===== config.mk =====
export PLATFORM = sky130hd
export DESIGN_NAME = tboh_edge_search
export DESIGN_NICKNAME = d
export VERILOG_FILES = /design/src/rtl/tboh_pkg.sv /design/src/rtl/tboh_edge_search.sv
export SDC_FILE = /design/constraint.sdc
export NUM_CORES = 1
export LEC_CHECK = 0
export BUFFER_PORTS_ARGS = -buffer_cell sky130_fd_sc_hd__buf_4
export CAP_MARGIN = 15
export CELL_PAD_IN_SITES_DETAIL_PLACEMENT = 1
export CELL_PAD_IN_SITES_GLOBAL_PLACEMENT = 1
export CORE_MARGIN = 1.5
export CORE_UTILIZATION = 35
export CTS_CLUSTER_SIZE = 28
export DETAILED_ROUTE_END_ITERATION = 12
export HOLD_SLACK_MARGIN = 0.02
export PLACE_DENSITY = 0.54
export SLEW_MARGIN = 20
export SYNTH_ARGS = -nofsm -noshare
export SYNTH_HDL_FRONTEND = slang
export SYNTH_SLANG_ARGS = --single-unit

===== constraint.sdc =====
create_clock -name clk -period 6.4 [get_ports clk]
set_clock_uncertainty 0.1 [all_clocks]
set_input_delay 0.96 -clock clk [delete_from_list [all_inputs] [get_ports clk]]
set_output_delay 0.96 -clock clk [all_outputs]
set_load 0.05 [all_outputs]

===== src/rtl/tboh_pkg.sv =====
// Shared types, constants and helpers for the threshold-binned occupancy histogram.
// Used by every module under rtl; depends on nothing else.
`timescale 1ns / 1ps

package tboh_pkg;

  // Storage geometry
  localparam int MAX_LAYERS     = 64;
  localparam int MAX_EDGES      = 32;
  localparam int COUNT_BITS     = 16;
  localparam int BINS_PER_LAYER = MAX_EDGES + 1;
  localparam int COUNT_DEPTH    = MAX_LAYERS * BINS_PER_LAYER;
  localparam int CNT_AW         = $clog2(COUNT_DEPTH);
  localparam int EDGE_AW        = $clog2(MAX_EDGES);

  localparam logic [COUNT_BITS-1:0] COUNT_MAX = '1;
  localparam logic [CNT_AW-1:0]     CNT_LAST  = CNT_AW'(COUNT_DEPTH - 1);

  // Configuration register indexes and reset values
  localparam logic [1:0]  CFG_THRESHOLD = 2'd0;
  localparam logic [1:0]  CFG_BIN_COUNT = 2'd1;
  localparam logic [15:0] THRESHOLD_RST = 16'd128;
  localparam logic [4:0]  BIN_COUNT_RST = 5'd16;

  // Command codes
  typedef enum logic [1:0] {
    CMD_HIT       = 2'd0,
    CMD_READ      = 2'd1,
    CMD_CLEAR     = 2'd2,
    CMD_LOAD_EDGE = 2'd3
  } cmd_t;

  // Channel payloads
  typedef struct packed {
    cmd_t               cmd;
    logic [15:0]        hit_energy;
    logic signed [15:0] hit_eta;
    logic [5:0]         layer_index;
    logic [5:0]         bin_select;
    logic [4:0]         edge_slot;
    logic signed [15:0] edge_value;
  } in_item_t;

  typedef struct packed {
    logic [5:0]            read_layer;
    logic [5:0]            read_bin;
    logic [COUNT_BITS-1:0] cell_count;
  } out_item_t;

  // Count store requests
  typedef enum logic [1:0] {
    CNT_NOP   = 2'd0,
    CNT_READ  = 2'd1,
    CNT_INCR  = 2'd2,
    CNT_CLEAR = 2'd3
  } cnt_op_t;

  typedef struct packed {
    cnt_op_t           op;
    logic [CNT_AW-1:0] addr;
  } cnt_req_t;

  typedef struct packed {
    logic                  busy;
    logic [COUNT_BITS-1:0] rdata;
  } cnt_rsp_t;

  // Bin search control
  typedef struct packed {
    logic               start;
    logic signed [15:0] x;
    logic [4:0]         n;
  } srch_req_t;

  typedef struct packed {
    logic       done;
    logic [5:0] bin;
  } srch_rsp_t;

  typedef struct packed {
    logic               en;
    logic [EDGE_AW-1:0] slot;
    logic signed [15:0] value;
  } edge_wr_t;

  // Flat cell address: layer * BINS_PER_LAYER + bin (constant multiply)
  function automatic logic [CNT_AW-1:0] cell_addr(input logic [5:0] layer,
                                                  input logic [5:0] bin);
    logic [CNT_AW-1:0] base;
    base = CNT_AW'(layer) * CNT_AW'(BINS_PER_LAYER);
    return base + CNT_AW'(bin);
  endfunction

endpackage


===== src/rtl/tboh_edge_search.sv =====
// Edge table and bisection unit: finds the eta bin of one hit by bisection over the edges.
// One registered edge-memory read and one signed compare per step. Depends on tboh_pkg.
`timescale 1ns / 1ps

module tboh_edge_search import tboh_pkg::*; (
  input  logic      clk,
  input  logic      rst,
  input  edge_wr_t  edge_wr,
  input  srch_req_t req,
  output srch_rsp_t rsp
);

  typedef enum logic [1:0] {
    SR_IDLE,
    SR_FIRST,
    SR_LAST,
    SR_BISECT
  } sr_state_t;

  sr_state_t          state, state_next;
  logic signed [15:0] edge_mem [MAX_EDGES];
  logic signed [15:0] rdata;
  logic [4:0]         raddr;
  logic [4:0]         mid;
  logic [4:0]         lo, lo_next;
  logic [4:0]         hi, hi_next;
  logic [5:0]         span_sum;
  logic               lt;
  logic               fin;
  logic [5:0]         bin_next;

  // Shared comparator: hit eta against the edge just read
  assign lt       = req.x < rdata;
  assign span_sum = {1'b0, lo_next} + {1'b0, hi_next};

  // Step sequencing and next edge address
  always_comb begin
    state_next = state;
    raddr      = '0;
    lo_next    = lo;
    hi_next    = hi;
    fin        = 1'b0;
    bin_next   = rsp.bin;
    unique case (state)
      SR_IDLE: begin
        if (req.start) begin
          state_next = SR_FIRST;
        end
      end
      SR_FIRST: begin
        if (lt) begin
          fin        = 1'b1;
          bin_next   = '0;
          state_next = SR_IDLE;
        end else begin
          raddr      = req.n;
          state_next = SR_LAST;
        end
      end
      SR_LAST: begin
        lo_next = '0;
        hi_next = req.n;
        if (!lt) begin
          fin        = 1'b1;
          bin_next   = {1'b0, req.n} + 6'd1;
          state_next = SR_IDLE;
        end else if (req.n > 5'd1) begin
          raddr      = span_sum[5:1];
          state_next = SR_BISECT;
        end else begin
          fin        = 1'b1;
          bin_next   = 6'd1;
          state_next = SR_IDLE;
        end
      end
      SR_BISECT: begin
        if (!lt) begin
          lo_next = mid;
        end else begin
          hi_next = mid;
        end
        if (hi_next - lo_next > 5'd1) begin
          raddr = span_sum[5:1];
        end else begin
          fin        = 1'b1;
          bin_next   = {1'b0, lo_next} + 6'd1;
          state_next = SR_IDLE;
        end
      end
      default: state_next = SR_IDLE;
    endcase
  end

  // Hold state, bounds and the result
  always_ff @(posedge clk) begin
    if (rst) begin
      state    <= SR_IDLE;
      rsp.done <= 1'b0;
    end else begin
      state    <= state_next;
      rsp.done <= fin;
    end
    lo      <= lo_next;
    hi      <= hi_next;
    mid     <= raddr;
    rsp.bin <= bin_next;
  end

  // Edge memory: one write port, registered read
  always_ff @(posedge clk) begin
    if (edge_wr.en) begin
      edge_mem[edge_wr.slot] <= edge_wr.value;
    end
    rdata <= edge_mem[raddr];
  end

endmodule


# Yosys cells after proc, flatten, opt, wreduce, memory -nomap -nowiden
# Memories as Yosys holds them, arrays and structs flattened. A register that Yosys moved wholly into a read port is not among the register bits.
# Cells that the tools add are included.
[totals]
regBits = 24
mem_bits_rw = 512
in_bits = 46
output_inout_bits = 7
word_cells = 54
mem_count = 1
[classes]
addsub = 4
magnitude_cmp = 3
eq_ne = 7
n_mux = 29
n_reduce_logical = 4
[memory_table]
columns = ["memory", "words", "width", "rd", "rd_clocked_by_memory_dff", "write_ports", "line", "source"]
rows = [
  ["edge_mem", 32, 16, 1, 1, 1, "tboh_edge_search.sv:21", "logic signed [15:0] edge_mem [MAX_EDGES];"],
]
[ops]
columns = ["operator", "n"]
rows = [
  ["5-bit two-way mux", 8],
  ["6-bit two-way mux", 4],
  ["5-bit one-hot mux with 2 select lines", 2],
  ["6-bit one-hot mux with 3 select lines", 1],
  ["16-bit less-than comparator", 1],
  ["5-bit one-hot mux with 3 select lines", 1],
  ["5-bit by 1-bit adder with 6-bit output, second input constant", 2],
  ["5-bit by 1-bit greater-than comparator with 1-bit output, second input constant", 2],
  ["2-bit two-way mux", 5],
  ["2-bit one-hot mux with 4 select lines", 1],
  ["5-bit by 5-bit adder with 6-bit output", 1],
  ["1-bit two-way mux", 6],
  ["2-bit != test, second input constant", 3],
  ["5-bit subtractor", 1],
  ["2-bit equality test, second input constant", 2],
  ["4-bit AND reduction", 1],
  ["3-bit != test, second input constant", 1],
  ["1-bit one-hot mux with 3 select lines", 1],
  ["3-bit nonzero test", 1],
  ["2-bit by 1-bit equality test with 1-bit output, second input constant", 1],
  ["2-bit zero test", 1],
  ["2-bit AND reduction", 1],
]

# Depth between registers and ports, before layout
# Gate-level depths: netlist (run 1).
[depth]
ltp_word = 8
ltp_mapped = 29
depth_no_buf = 25

# Worst setup path after synthesis (run 1)
# Ideal clock, no wire load.
[synth_path]
path_type = "input to register"
from = "input req[20] (netlist name)"
to = "register rdata[14], read port of edge_mem"
setup_time_ns = 0.126
arrival_time_ns = 6.372
t_required_ns = 6.174
setup_slack_ns = -0.198
cell_stages = 28
path_buffers = 5
path_cell_list = "ha_1 -> buf_4 -> nand4_4 -> or4_1 -> a221o_1 -> nand3_1 -> mux2i_1 -> clkbuf_1 -> nand2_1 -> nand2_1 -> ha_1 -> inv_1 -> fa_1 -> a21o_1 -> a21oi_1 -> xnor2_1 -> inv_1 -> o211a_1 -> or4_4 -> a211o_1 -> and2_1 -> buf_6 -> buf_6 -> buf_6 -> o221ai_2 -> o211ai_1 -> a21boi_1 -> nor4_2"
[synth_via]
elab_chain_len = 8
word_cells_on_any_way = 15
cone_classes = "2 x add/sub; 2 x order compare; 11 x mux"
[synth_lines]
columns = ["item", "line", "source"]
rows = [
  ["start: declaration", "tboh_edge_search.sv:9", "input srch_req_t req,"],
  ["16-bit less-than comparator *", "tboh_edge_search.sv:33", "assign lt = req.x < rdata;"],
  ["branches (longest 6 deep; another with 5-bit subtractor)", "-", ""],
  ["5-bit one-hot mux with 3 select lines *", "tboh_edge_search.sv:44", "unique case (state)"],
  ["end: declaration", "tboh_edge_search.sv:22", "logic signed [15:0] rdata;"],
]
# Every way passes the cells marked *. The select of a mux whose other input is x is not followed.
# A chain may end at the register's enable or synchronous reset.

# Worst setup path after layout (run 1)
[layout_path]
from = "register rdata[13], read port of edge_mem"
to = "register rdata[0], read port of edge_mem"
[layout_via]
elab_chain_len = 8
word_cells_on_any_way = 15
cone_classes = "2 x add/sub; 2 x order compare; 11 x mux"
[layout_lines]
columns = ["item", "line"]
rows = [
  ["16-bit less-than comparator *", "tboh_edge_search.sv:33"],
  ["branches (longest 6 deep; another with 5-bit subtractor)", "-"],
  ["5-bit one-hot mux with 3 select lines *", "tboh_edge_search.sv:44"],
]
# Marks and branches as above.

==> results.toml, run 1 <==
[floorplan]
die_height_um = 256
core_um2 = 63300
dieArea_um2 = 65800
die_x_um = 256
num_rows = 92
start_util_pct = 35.5
ioPinCount = 53

[yosys]
postSynthCellCount = 1399
ys_warn_count = 0
ys_async_sr_fraction_pct = 0
ys.flop_type = "edfxtp_1"
synth_edf_count = 518
yosysSeqAreaShare_pct = 72.2
synth_cell_types = 70
syn_area_um2 = 22500
synth.avg_cell_area_um2 = 16.1
synth_nets = 1473
ys_ff_latch = 552

[timing]
fmax_ghz = 0.165
worst_pin_slew_ns = 0.731
timing.final.hold_violations = 0
whs_ns = 0.405
finalCritPeriodShare_pct = 94.7
period_minus_slack_ns = 6.06
rsz0062_at_grt = "false"
relSlewSlack_pct = 51.2
setup_tns_ns = 0
slew_violations = 0
setup_violations = 0

[worst_hold_path]
hold_path_class = "reg2reg"
worstHoldStart = "lo[3]$_DFF_P_"

[drt]
wire_per_inst_um = 26.7
wl_met2_um = 31400
vias_per_cell = 5.52
dr_wl_met3_um = 2810
drt-pass1-iter-count = 5
wl_met1_um = 30300
dr.max_layer_used = "met4"
num_vias = 13600
wl_um = 65900
drc = 0
drt-initial-drc-count = 922
postRouteAntennaNets = 0

[placement]
hpwl_um = 42300
place.gp.congestion = 0.799
io_buffers = 52
placed_cells = 2354

[global_route]
grt_max_degree = 39
grt_usage_pct = 20.1
antenna_found_initial = 0
grt_pass1_wl_um = 97200
grt_overflow = 0
grt_pass1_vias = 14200

[critical_path]
critPathMaxFanout = 26
endpoint_kind = "flop"
crit_arrival_ns = 6.52
startpoint = "rdata[13]$_DFF_P_"
r2r_start = "rdata[13]$_DFF_P_"
cp_data_required_time_ns = 6.86
cpMostUsedCell = "inv_1"
startpoint_type = "flop"
cpPeakStageDelay_ns = 0.56
crit_slowest_cell = "or4_4"
critPathKind = "reg2reg"

[power_and_ir_drop]
p_leak_nw = 9.46
power_density_nw_per_um2 = 390
vdd_drop_max_v = 0.000243

[clock_network]
clk_pin_slew_ns = 0.06
ctsHtreeMaxLevel = 2
clkLatencyLatePin_ns = 0.63
cts_tree = "built"
clockBufferDepth = 3
cts_sinks = 552
cts_buffers = 61
cts-root-buf = "clkbuf_16"
post_cts_buffers = 0

[finish]
final_common_cell = "edfxtp_1"
nNetsFinal = 1645
final_cell_mix = "edfxtp_1, buf_4, mux2i_1"
syn2layout_area_growth_pct = 20.2
instances_no_fill = 2471
drive_above_1_share_pct = 21.5

[run_status]
status = "finished, final reports clean"

[job]
drv_cap = 0
-- worst max-delay path, delay by kind of cell, from the launching register on --
kind                     cells  cell delay [ns]
flip-flops                   1             0.39
adder cells (fa/ha/maj)      3             0.89
AO/OA/AOI/OAI                8             1.44
buffers and inverters        6             0.85
AND/OR/NAND/NOR              6             1.61
multiplexers                 2             0.53
XOR/XNOR                     1             0.15
-- sequential cells by signal (all words and copies together) (netlist names) --
| name | flops |
|---|---|
| edge_mem | 512 |
| hi | 5 |
| lo | 5 |
| mid | 5 |
| rdata | 16 |
| rsp | 7 |
| state | 2 |
-- metrics by stage --
stage / worst slack [ns] / cell area, µm² / util, % / power, W
finish: 0.341 / 27000 / 42.7 / 0.0106
global route: 0.0146 / 27000 / 42.7 / 0.0110
CTS: 0.0973 / 27000 / 42.6 / 0.0106
detailed placement: -0.345 / 24900 / 39.4 / 0.00703
global placement: -0.292 / 24900 / 39.3 / 0.00699
floorplan: 0.0235 / 22500 / - / 0.00580
-- layer usage --
metal / up-vias / GRT usage [%]
met2: 302 / 33.2
met1: 7155 / 27.6
met5: - / 0
met4: 0 / 5.34
li1: 6089 / -
met3: 85 / 2.89
-- timing repair --
item,in CTS,in global routing
gates resized for setup,0,14
endpoints found under the hold margin,0,0
endpoints found under the setup margin,0,14
hold buffers,0,0
-- layout make-up --
type | count | area [µm²]
Antenna cell | 2 | 5.00
Sequential cell | 552 | 16200
Tap cell | 846 | 1060
Fill cell | 6262 | 36300
Inverter | 34 | 128
Timing Repair Buffer | 206 | 1880
Multi-Input combinational cell | 716 | 5670
Clock buffer | 86 | 1700
Clock inverter | 29 | 352
-- logic make-up (layout without fill, tap and decap cells) --
group	count (synthesis)	in the layout	synth area share (%)
flops	552	552	72.2
compound gates	324	324	11.3
simple gates	213	213	4.86
mux	140	140	6.24
buf+inv	131	355	3.34
fa+ha+maj	28	28	1.62
xor+xnor	11	11	0.428
other cells	0	2	0
-- path summary, 6_finish.rpt --
check	to	slack [ns]	cells after the start
worst min-delay path	lo[3]$_DFF_P_	0.41	1
worst max-delay path	rdata[0]$_DFF_P_	0.34	26
worst max register to register	rdata[0]$_DFF_P_	0.34	26
worst min register to register	lo[3]$_DFF_P_	0.41	1
-- Yosys cell counts, types with 2 or more instances --
cell type,count,area share (%)
a211oi_1,3,0.10
a21o_1,4,0.13
a21oi_1,19,0.42
a221o_1,2,0.089
a221oi_1,2,0.078
a22oi_1,2,0.067
a31oi_1,3,0.083
and2_1,4,0.11
and3_1,2,0.056
buf_1,4,0.067
buf_2,24,0.53
buf_4,5,0.17
buf_6,28,1.4
clkbuf_1,36,0.60
dfxtp_1,34,3.0
edfxtp_1,518,69
fa_1,2,0.18
ha_1,26,1.4
inv_1,32,0.53
inv_2,2,0.033
mux2_2,2,0.10
mux2i_1,138,6.1
nand2_1,35,0.58
nand2b_1,6,0.17
nand3_1,70,1.6
nand3b_1,5,0.17
nand4_1,17,0.47
nor2_1,47,0.78
nor2b_1,3,0.083
nor3_1,6,0.13
o2111ai_1,2,0.078
o211ai_1,122,4.1
o21a_1,3,0.10
o21ai_0,11,0.24
o21ai_1,2,0.045
o221ai_1,124,4.8
o22ai_1,5,0.14
o2bb2ai_1,3,0.12
or3_1,4,0.11
or3b_2,3,0.12
xnor2_1,5,0.19
xor2_1,6,0.23
-- power breakdown --
group,switching [W],internal [W]
combinational,0.00163,0.00112
sequential,0.000120,0.00410
clock,0.00145,0.00213
total,0.00320,0.00736
Note: power is estimated with default switching activity, not from simulation.
==> inputs of run 2 (changes only) <==
RECOVER_POWER = 100   (was unset)
==> run 2 against run 1 <==
- the flow now finishes with violations (max-capacitance violations, max-slew violations)
- die area stayed put
- hold slack better by 0.0040 ns
- register-to-register slack worse by 0.05 ns
- total power is 0.21% lower
- global-route usage stayed put
- routed wire length hardly changed
- critical endpoint unchanged
==> results.toml, run 2 (synthesis results as in run 1) <==
[run_status]
status = "complete, but fails checks"
violations = "max-capacitance violations, max-slew violations"

[finish]
instances_no_fill = 2471
syn2layout_area_growth_pct = 19.1
fillers = 6286
drive_above_1_share_pct = 17.7
reg.largest.list = "edge_mem x512, rdata x16, rsp x7"
largest_register_ffs = 512
nNetsFinal = 1645
final_cell_mix = "edfxtp_1, mux2i_1, buf_4"
regMostFlops = "edge_mem"
final_common_cell = "edfxtp_1"

[critical_path]
crit_family = "simple AND/OR/NAND/NOR gates"
startpoint_type = "flop"
endpoint_kind = "flop"
crit_arrival_ns = 6.57
cp_data_required_time_ns = 6.86
critPathMaxFanout = 26
crit_buf_inv = 6
cpMostUsedCell = "inv_1"
critPathKind = "reg2reg"
cpPeakStageDelay_ns = 0.56
crit_slowest_cell = "or4_4"

[clock_network]
clockBufferDepth = 3
cts_sinks = 552
clk_pin_slew_ns = 0.06
clkLatencyLatePin_ns = 0.63
cts-root-buf = "clkbuf_16"
post_cts_buffers = 0
ctsHtreeMaxLevel = 2
cts_buffers = 61
cts_tree = "built"

[placement]
place.gp.congestion = 0.799
hpwl_um = 42300
io_buffers = 52
placed_cells = 2354

[floorplan]
start_util_pct = 35.5
dieArea_um2 = 65800
core_um2 = 63300
ioPinCount = 53
die_x_um = 256
num_rows = 92
die_height_um = 256

[drt]
vias_per_cell = 5.50
drc = 0
drt-initial-drc-count = 922
postRouteAntennaNets = 0
wire_per_inst_um = 26.7
wl_um = 65900
drt-pass1-iter-count = 5
num_vias = 13600

[timing]
period_minus_slack_ns = 6.11
setup_violations = 0
finalCritPeriodShare_pct = 95.5
timing.final.hold_violations = 0
fmax_ghz = 0.164
whs_ns = 0.409
worst_pin_slew_ns = 2.06
relSlewSlack_pct = -37.6
slew_violations = 649

[global_route]
antenna_found_initial = 0
grt_overflow = 0
grt_usage_pct = 20.1
grt_max_degree = 39
grt_pass1_wl_um = 97200
grt_pass1_vias = 14200

[job]
drv_cap = 24

[worst_hold_path]
hold_path_class = "in2reg"

[power_and_ir_drop]
vdd_drop_max_v = 0.000244
p_leak_nw = 9.25
finalPower_w = 0.0105
power_density_nw_per_um2 = 393
[run 2: changes by cell type in the layout (fill, tap and decap cells not counted), moves of 2 or more]
cell,change
nor2_4,-6
buf_4,-54
clkbuf_1,+52
clkbuf_4,+2
nor2_1,+7
[run 2: area by class of cell]
class	instances	area [µm²]	share of cell area, %
clock inverter	29	352	1.31
timing repair buffer	206	1680	6.27
clock buffer	86	1700	6.35
antenna	2	5.00	0.0187
inverter	34	128	0.476
tap	846	1060	3.95
multi-input combinational	716	5610	21.0
sequential	552	16200	60.7
[run 2: final timing paths]
check	start	end	slack (ns)	cells after the start
setup / recovery	rdata[13]$_DFF_P_	rdata[0]$_DFF_P_	0.29	27
hold / removal	rst	state[0]$_SDFFE_PP0P_	0.41	2
setup reg to reg	rdata[13]$_DFF_P_	rdata[0]$_DFF_P_	0.29	27
hold reg to reg	lo[3]$_DFF_P_	lo[3]$_DFF_P_	0.41	1
[run 2: stage by stage]
| step | utilization [%] | TNS (ns) | setup WS (ns) | area (µm²) |
|---|---|---|---|---|
| finish | 42.3 | 0 | 0.287 | 26800 |
| CTS | 42.6 | 0 | 0.0973 | 27000 |
| global route | 42.3 | -0.0237 | -0.0129 | 26800 |
| global placement | 39.3 | -2.89 | -0.292 | 24900 |
| detailed placement | 39.4 | -3.82 | -0.345 | 24900 |
| floorplan | - | 0 | 0.0235 | 22500 |
[run 2: layer usage]
metal | share of wire, % | GRT usage, % | vias to the layer above
li1 | - | - | 6094
met1 | 46 | 27.6 | 7156
met2 | 48 | 33.2 | 258
met3 | 4.2 | 2.89 | 86
met4 | 2.2 | 5.34 | 0
met5 | 0 | 0 | -
[run 2: timing repair]
item | in CTS | in global routing
hold endpoints to repair | 0 | 0
setup endpoints to repair | 0 | 14
gates resized for setup | 0 | 14
hold buffers | 0 | 0
[run 2: worst reg2reg max path, stage by stage, from the launching register on]
cell and delay (ns):
dfxtp_4 0.39, inv_1 0.07, ha_1 0.33, nand4_4 0.10, or4_4 0.56, a221o_1 0.31, nand3_1 0.17, mux2i_1 0.25
nand2_1 0.09, nand2_2 0.08, ha_1 0.14, inv_1 0.07, fa_2 0.39, a21o_1 0.18, a21oi_2 0.18, xnor2_2 0.15
inv_1 0.08, o211a_1 0.11, or4_4 0.49, a211o_1 0.33, buf_4 0.16, o31ai_4 0.12, buf_12 0.26, clkbuf_4 0.26
o221ai_1 0.14, o211ai_1 0.17, nand3_1 0.22, nand4_1 0.13
[run 2: where the power goes]
group	total (W)	switching [W]	leakage, nW	internal (W)
sequential	0.00423	0.000120	4.95	0.00411
clock	0.00358	0.00144	0.994	0.00213
combinational	0.00273	0.00163	3.31	0.00110
total	0.0105	0.00320	9.25	0.00733
